### src/hw/rtl/ips_pkg.sv
// Package: pattern table, class bits and status codes for the injection pattern scanner.
package ips_pkg;

  localparam int WIN_PREV  = 11;
  localparam int WIN_LEN   = 12;
  localparam int PAT_COUNT = 15;
  localparam int CLS_W     = 4;
  localparam int STATUS_W  = 3;

  typedef logic [PAT_COUNT-1:0]   eq_vec_t;
  typedef logic [CLS_W-1:0]       cls_t;
  typedef logic [STATUS_W-1:0]    status_t;
  typedef logic [WIN_LEN*8-1:0]   pat_text_t;

  localparam cls_t CLS_SQL    = 4'h1;
  localparam cls_t CLS_SCRIPT = 4'h2;
  localparam cls_t CLS_CTRL   = 4'h4;
  localparam cls_t CLS_PATH   = 4'h8;

  localparam status_t ST_OK     = 3'd0;
  localparam status_t ST_EMPTY  = 3'd1;
  localparam status_t ST_SQL    = 3'd2;
  localparam status_t ST_SCRIPT = 3'd3;
  localparam status_t ST_CTRL   = 3'd4;
  localparam status_t ST_PATH   = 3'd5;

  localparam logic [7:0] BYTE_TAB   = 8'h09;
  localparam logic [7:0] BYTE_LF    = 8'h0A;
  localparam logic [7:0] BYTE_CR    = 8'h0D;
  localparam logic [7:0] BYTE_SPACE = 8'h20;

  // right-justified: last character in bits [7:0]
  localparam pat_text_t PAT_TEXT [PAT_COUNT] = '{
    96'("' OR "),
    96'("'; DROP"),
    96'("'; DELETE"),
    96'("'; INSERT"),
    96'("UNION SELECT"),
    96'("--"),
    96'("/*"),
    96'("*/"),
    96'("<script"),
    96'("javascript:"),
    96'("onerror="),
    96'("onload="),
    96'("../"),
    96'("..\\"),
    96'("%2e%2e")
  };

  localparam int PAT_LEN [PAT_COUNT] = '{5, 7, 9, 9, 12, 2, 2, 2, 7, 11, 8, 7, 3, 3, 6};

  localparam cls_t PAT_CLS [PAT_COUNT] = '{
    CLS_SQL, CLS_SQL, CLS_SQL, CLS_SQL, CLS_SQL, CLS_SQL, CLS_SQL, CLS_SQL,
    CLS_SCRIPT, CLS_SCRIPT, CLS_SCRIPT, CLS_SCRIPT,
    CLS_PATH, CLS_PATH, CLS_PATH
  };

endpackage

### src/hw/rtl/ips_cell.sv
// Window cell: holds one previous byte, passes it on, compares it to every pattern.
module ips_cell #(
  parameter int K = 0
) (
  input  logic                  clk,
  input  logic                  rst_n,
  input  logic                  shift_en,
  input  logic                  clear,
  input  logic [7:0]            byte_in,
  output logic [7:0]            byte_out,
  output ips_pkg::eq_vec_t      eq
);

  logic [7:0] byte_r;
  logic [7:0] byte_nxt;

  always_comb begin
    byte_nxt = byte_r;
    if (clear) begin
      byte_nxt = 8'h00;
    end else if (shift_en) begin
      byte_nxt = byte_in;
    end
  end

  always_ff @(posedge clk) begin
    if (!rst_n) begin
      byte_r <= 8'h00;
    end else begin
      byte_r <= byte_nxt;
    end
  end

  assign byte_out = byte_r;

  // a cell older than the pattern's reach does not take part
  always_comb begin
    for (int p = 0; p < ips_pkg::PAT_COUNT; p++) begin
      if (K <= ips_pkg::PAT_LEN[p] - 2) begin
        eq[p] = (byte_r == ips_pkg::PAT_TEXT[p][8*(K+1) +: 8]);
      end else begin
        eq[p] = 1'b1;
      end
    end
  end

endmodule

### src/hw/rtl/ips_match.sv
// Match combiner: joins the cell compares with the current byte into class hits.
module ips_match (
  input  logic [7:0]            cur_byte,
  input  ips_pkg::eq_vec_t      cell_eq [ips_pkg::WIN_PREV],
  output ips_pkg::cls_t         hits
);

  ips_pkg::eq_vec_t pat_hit;
  logic             ctrl_hit;

  always_comb begin
    for (int p = 0; p < ips_pkg::PAT_COUNT; p++) begin
      pat_hit[p] = (cur_byte == ips_pkg::PAT_TEXT[p][7:0]);
      for (int k = 0; k < ips_pkg::WIN_PREV; k++) begin
        pat_hit[p] = pat_hit[p] & cell_eq[k][p];
      end
    end
  end

  assign ctrl_hit = (cur_byte < ips_pkg::BYTE_SPACE) && (cur_byte != ips_pkg::BYTE_TAB) &&
                    (cur_byte != ips_pkg::BYTE_LF) && (cur_byte != ips_pkg::BYTE_CR);

  always_comb begin
    hits = ctrl_hit ? ips_pkg::CLS_CTRL : '0;
    for (int p = 0; p < ips_pkg::PAT_COUNT; p++) begin
      if (pat_hit[p]) begin
        hits = hits | ips_pkg::PAT_CLS[p];
      end
    end
  end

endmodule

### src/hw/rtl/injection_pattern_scanner.sv
// Top level of the injection pattern scanner.
// Scans a string at most one byte per transfer and reports one status on the string's last transfer.
// One item per clock: each accepted byte shifts through a chain of eleven byte cells that
// compare in parallel against the pattern table, so the next item is taken in the next cycle;
// the status appears in an output register in the cycle after the last item; input is held
// off only while that register is full and stalled. check_mask is sampled when the status is
// formed. The user must write it only while idle; the block does not enforce this.
module injection_pattern_scanner (
  input  logic                  clk,
  input  logic                  rst_n,
  input  logic                  in_valid,
  output logic                  in_stall,
  input  logic                  in_has_byte,
  input  logic [7:0]            in_text_byte,
  input  logic                  in_is_last,
  output logic                  out_valid,
  input  logic                  out_stall,
  output logic [2:0]            out_status,
  input  logic                  cfg_valid,
  output logic                  cfg_ready,
  input  logic [3:0]            cfg_check_mask
);

  logic                  accept;
  logic                  shift_en;
  logic                  clear;
  logic [7:0]            chain [ips_pkg::WIN_PREV+1];
  ips_pkg::eq_vec_t      cell_eq [ips_pkg::WIN_PREV];
  ips_pkg::cls_t         new_hits;

  ips_pkg::cls_t         hits_r, hits_nxt, active;
  logic                  seen_r, seen_nxt;
  logic [3:0]            mask_r, mask_nxt;
  logic                  out_valid_r, out_valid_nxt;
  ips_pkg::status_t      status_r, status_nxt;

  assign in_stall  = out_valid_r && out_stall;
  assign accept    = in_valid && !in_stall;
  assign shift_en  = accept && in_has_byte;
  assign clear     = accept && in_is_last;
  assign cfg_ready = 1'b1;

  assign chain[0] = in_text_byte;

  for (genvar k = 0; k < ips_pkg::WIN_PREV; k++) begin : g_cell
    ips_cell #(.K(k)) u_cell (
      .clk      (clk),
      .rst_n    (rst_n),
      .shift_en (shift_en),
      .clear    (clear),
      .byte_in  (chain[k]),
      .byte_out (chain[k+1]),
      .eq       (cell_eq[k])
    );
  end

  ips_match u_match (
    .cur_byte (in_text_byte),
    .cell_eq  (cell_eq),
    .hits     (new_hits)
  );

  always_comb begin
    hits_nxt = hits_r | (shift_en ? new_hits : '0);
    seen_nxt = seen_r | shift_en;
    active   = hits_nxt & mask_r;

    if (!seen_nxt) begin
      status_nxt = ips_pkg::ST_EMPTY;
    end else if ((active & ips_pkg::CLS_SQL) != '0) begin
      status_nxt = ips_pkg::ST_SQL;
    end else if ((active & ips_pkg::CLS_SCRIPT) != '0) begin
      status_nxt = ips_pkg::ST_SCRIPT;
    end else if ((active & ips_pkg::CLS_CTRL) != '0) begin
      status_nxt = ips_pkg::ST_CTRL;
    end else if ((active & ips_pkg::CLS_PATH) != '0) begin
      status_nxt = ips_pkg::ST_PATH;
    end else begin
      status_nxt = ips_pkg::ST_OK;
    end
    if (!clear) begin
      status_nxt = status_r;
    end

    if (clear) begin
      out_valid_nxt = 1'b1;
    end else begin
      out_valid_nxt = out_valid_r && out_stall;
    end

    mask_nxt = (cfg_valid && cfg_ready) ? cfg_check_mask : mask_r;
  end

  always_ff @(posedge clk) begin
    if (!rst_n) begin
      hits_r      <= '0;
      seen_r      <= 1'b0;
      mask_r      <= 4'hF;
      out_valid_r <= 1'b0;
    end else begin
      hits_r      <= clear ? '0 : hits_nxt;
      seen_r      <= clear ? 1'b0 : seen_nxt;
      mask_r      <= mask_nxt;
      out_valid_r <= out_valid_nxt;
    end
  end

  always_ff @(posedge clk) begin
    status_r <= status_nxt;
  end

  assign out_valid  = out_valid_r;
  assign out_status = status_r;

endmodule

### config.mk
export PLATFORM = sky130hd
export DESIGN_NAME = injection_pattern_scanner
export DESIGN_NICKNAME = d
export VERILOG_FILES = /design/src/hw/rtl/ips_pkg.sv /design/src/hw/rtl/ips_cell.sv /design/src/hw/rtl/ips_match.sv /design/src/hw/rtl/injection_pattern_scanner.sv
export SDC_FILE = /design/constraint.sdc
export NUM_CORES = 1
export LEC_CHECK = 0
export ABC_AREA = 1
export BUFFER_PORTS_ARGS = -buffer_cell sky130_fd_sc_hd__buf_2
export CAP_MARGIN = 30
export CORE_ASPECT_RATIO = 1.25
export CORE_MARGIN = 4
export CORE_UTILIZATION = 44
export DETAILED_ROUTE_END_ITERATION = 8
export PLACE_DENSITY = 0.65
export SETUP_SLACK_MARGIN = 0.15
export SLEW_MARGIN = 20
export SYNTH_ARGS = -nofsm -noshare
export SYNTH_HDL_FRONTEND = slang
export SYNTH_HIERARCHICAL = 1
export SYNTH_SLANG_ARGS = --single-unit
### constraint.sdc
create_clock -name clk -period 6 [get_ports clk]
set_input_delay 0.3 -clock clk [delete_from_list [all_inputs] [get_ports clk]]
set_output_delay 0.3 -clock clk [all_outputs]
set_load 0.1 [all_outputs]
==> impl_metrics.csv <==
group,metric,value,unit
route,drtAntennaViolNets,0,
clock_network,cts-root-buf,"sky130_fd_sc_hd__clkbuf_16",
sta,worst_pin_slew,0.911,ns
cells_and_area,multi_input_comb_area,3470,um^2
place,io_buffer_count,23,
place,dpl.cell_count,1261,
setup_path,start_kind,"flop",
cells_and_area,mostFrequentLayoutCells,"sky130_fd_sc_hd__nand2_1 (378), sky130_fd_sc_hd__nor2_1 (171), sky130_fd_sc_hd__inv_1 (111)",
pwr,static-leakage-power,2.75,nW
setup_path,slowest_stage,"sky130_fd_sc_hd__inv_2",
synthesis,sequential_share_of_the_synthesized_area,31.0,%
floorplan,fp.dieH,145,um
synthesis,mappedNetlistArea,6610,um^2
sta,timing_max_transition_violations_final,0,
sta,max_fclk,416,MHz
floorplan,die_area,17100,um^2
synthesis,syn_area_per_cell,6.04,um^2
synthesis,postSynthRegisterBits,101,
clock_network,cts_tree,"done",
pwr,power.net_switching,0.346,mW
setup_path,critical_path_required,6.22,ns
setup_path,setup.worst_path.end_class,"flop",
global_routing,grt_util_met2,30.4,%
worst_hold_path,worst_hold_path.num_cells,3,
sta,setup-tns-final,0,ns
global_routing,globalRouteMet1Util,20.9,%
pwr,p_sw_share,25.3,%
clock_network,postCtsSetupRepairBufs,0,
setup_path,cp_num_cells,7,
floorplan,effective_utilization_at_floorplan,45.5,%
route,drt_wl_total,14.0,mm
synthesis,synth_ff_type,"sky130_fd_sc_hd__dfxtp_1",
global_routing,grt.overflow.total,0,
cells_and_area,final_layout_size_suffix_gt1_share,8.55,%
clock_network,holdBufCountCts,0,
synthesis,postSynthCellCount,1095,
route,detail_route.first_pass.iterations,4,
synthesis,ys_async_sr_fraction,0,%
clock_network,cts_num_sinks,101,
clock_network,cts_buffer_depth,2,
cells_and_area,finish.cell_count_without_fillers,1277,
place,place.gp.congestion,0.830,
sta,hold_violations,0,
cells_and_area,design.final.nets,1113,
status,run_status,"completed",
setup_path,worstPathArrival,2.63,ns
synthesis,synth-warning-count,6,
global_routing,grt.total_usage,17.0,%
setup_path,worst-setup-path-type,"reg2reg",
sta,timing.slew.headroom,39.2,%
route,vias,5699,
place,dp_hpwl,10.6,mm
clock_network,post_cts.resized_instances,0,
global_routing,antenna_found_initial,0,
synthesis,synthDistinctLibCells,28,
floorplan,area_of_the_core,14500,um^2
pwr,power_frac_comb,7.7,%
cells_and_area,finish.utilization,45.8,%
flow_run,max-cap-violations,0,
clock_network,clock_tree.htree_level_count,3,
setup_path,ff2ff_setup_slack,3.59,ns
floorplan,die-width,118,um
route,drtIter0Drc,279,
route,post_drt_wl_per_cell,11.0,um
setup_path,cpPeakStageDelay,0.69,ns
cells_and_area,areaGrowthSynthToFinish,0.795,%
synthesis,number_of_synthesized_flops_with_an_enable_pin,3,
sta,grt_setup_unrepaired,"no",
setup_path,worstPathBufferInverterCount,3,
clock_network,clock_latency_at_the_later_pin_of_the_worst_skew_pair,0.35,ns
global_routing,global_route_wire_length_before_repair,24.0,mm
route,avgViaCountPerCell,4.46,
sta,period_share,40.1,%
global_routing,gr-usage-met3,2.69,%
pwr,power_frac_seq,50.1,%
route,detail_route.drc_violations,0,
clock_network,clock_pin_transition_on_the_worst_setup_and_hold_timing_paths,0.07,ns
pwr,clock_power_share,42.2,%
cells_and_area,final_common_cell,"sky130_fd_sc_hd__nand2_1",
sta,fin_crit,2.41,ns
sta,report.final.setup_viol,0,
clock_network,cts_inserted_buffers,9,
pwr,total_power,1.37,mW
pwr,power.density,205,nW/um^2
floorplan,ios,25,
pwr,ir_worst_vdd,0.000130,V
cells_and_area,fillerInstances,1589,
setup_path,path_delay_family,"buffers and inverters",
sta,finalClockSkew,0.00448,ns
worst_hold_path,holdCritPathClass,"in2reg",
global_routing,first_global_vias,5234,
global_routing,busiest_layer,"met2",
global_routing,grt_start_max_net_pins,53,
pwr,internal_power,1.02,mW
cells_and_area,antenna-diode-count,0,
setup_path,crit_fanout,52,
cells_and_area,sequential_cell_area,2050,um^2
setup_path,ff2ff_path_depth,7,
floorplan,row_count,49,
setup_path,worstPathCellList,"nand2_2 > nand3_2 > inv_2 > buf_4 > clkinv_2 > nand2_1 > a21oi_1",
[metrics by stage]
step	instance area (um^2)	setup WS, ns	hold WS, ns
global route	6660	3.37	0.157
detailed placement	6370	3.54	0.449
finish	6660	3.59	0.153
global placement	6370	3.57	0.443
floorplan	6900	3.90	0.384
CTS	6660	3.61	0.142
[metal layers]
layer  routed length (um)  up-vias
met5                    0        -
met4                  247        0
met3                  418       18
met2                 7040       72
met1                 6350     2459
li1                     -     3150
[flip-flops by register name (all words and copies together), names as in the netlist]
register / count
g_cell.u_cell/byte_out: 88
hits_r: 4
mask_r: 4
out_status: 3
out_valid: 1
seen_r: 1
[tightest hold or removal path, cell delays in order]
cell,delay (ns)
sky130_fd_sc_hd__buf_2,0.07
sky130_fd_sc_hd__nand2_1,0.04
sky130_fd_sc_hd__nand3_1,0.06
[cell usage after synthesis (3+ instances only)]
cell type	instances	area (um^2)
sky130_fd_sc_hd__a21oi_1	92	460
sky130_fd_sc_hd__and3_1	7	43.8
sky130_fd_sc_hd__buf_4	103	773
sky130_fd_sc_hd__buf_6	8	90.1
sky130_fd_sc_hd__conb_1	11	41.3
sky130_fd_sc_hd__dfxtp_1	98	1960
sky130_fd_sc_hd__edfxtp_1	3	90.1
sky130_fd_sc_hd__inv_1	112	420
sky130_fd_sc_hd__inv_2	15	56.3
sky130_fd_sc_hd__nand2_1	378	1420
sky130_fd_sc_hd__nand2_2	10	62.6
sky130_fd_sc_hd__nand3_1	20	100
sky130_fd_sc_hd__nand4_1	23	144
sky130_fd_sc_hd__nor2_1	171	642
sky130_fd_sc_hd__nor2_2	19	119
sky130_fd_sc_hd__nor2_4	5	56.3
sky130_fd_sc_hd__nor3_1	4	20.0
[power groups by stage]
stage | Clock, mW | Combinational (mW) | Sequential, mW
CTS | 0.592 | 0.104 | 0.685
detailed placement | 0 | 0.104 | 0.701
global route | 0.624 | 0.120 | 0.686
floorplan | 0 | 0.114 | 0.708
finish | 0.578 | 0.105 | 0.685
global placement | 0 | 0.104 | 0.701
[worst paths after layout]
kind,startpoint,end
max,out_valid,g_cell[3].u_cell/byte_out[0]
min,cfg_check_mask[0],mask_r[0]
max reg2reg,out_valid,g_cell[3].u_cell/byte_out[0]
min reg2reg,hits_r[2],hits_r[2]
[cell families (layout without fill, tap and decap cells)]
| family | after synthesis | count (layout) | synth area share (%) |
|---|---|---|---|
| AO/OA/AOI/OAI | 98 | 98 | 7.61 |
| buffers and inverters | 244 | 171 | 20.8 |
| flip-flops | 101 | 101 | 31.0 |
| other | 11 | 88 | 0.625 |
| AND/OR/NAND/NOR | 641 | 641 | 39.9 |
[final cells by class]
| type | count | area share (%) |
|---|---|---|
| clock buffers | 9 | 3.38 |
| multi-input cells | 827 | 52.1 |
| flip-flops and latches | 101 | 30.8 |
| repair buffers | 24 | 1.84 |
| well taps | 178 | 3.34 |
| clock inverters | 7 | 0.995 |
| inverters | 131 | 7.53 |
(Power assumes the default switching activity.)
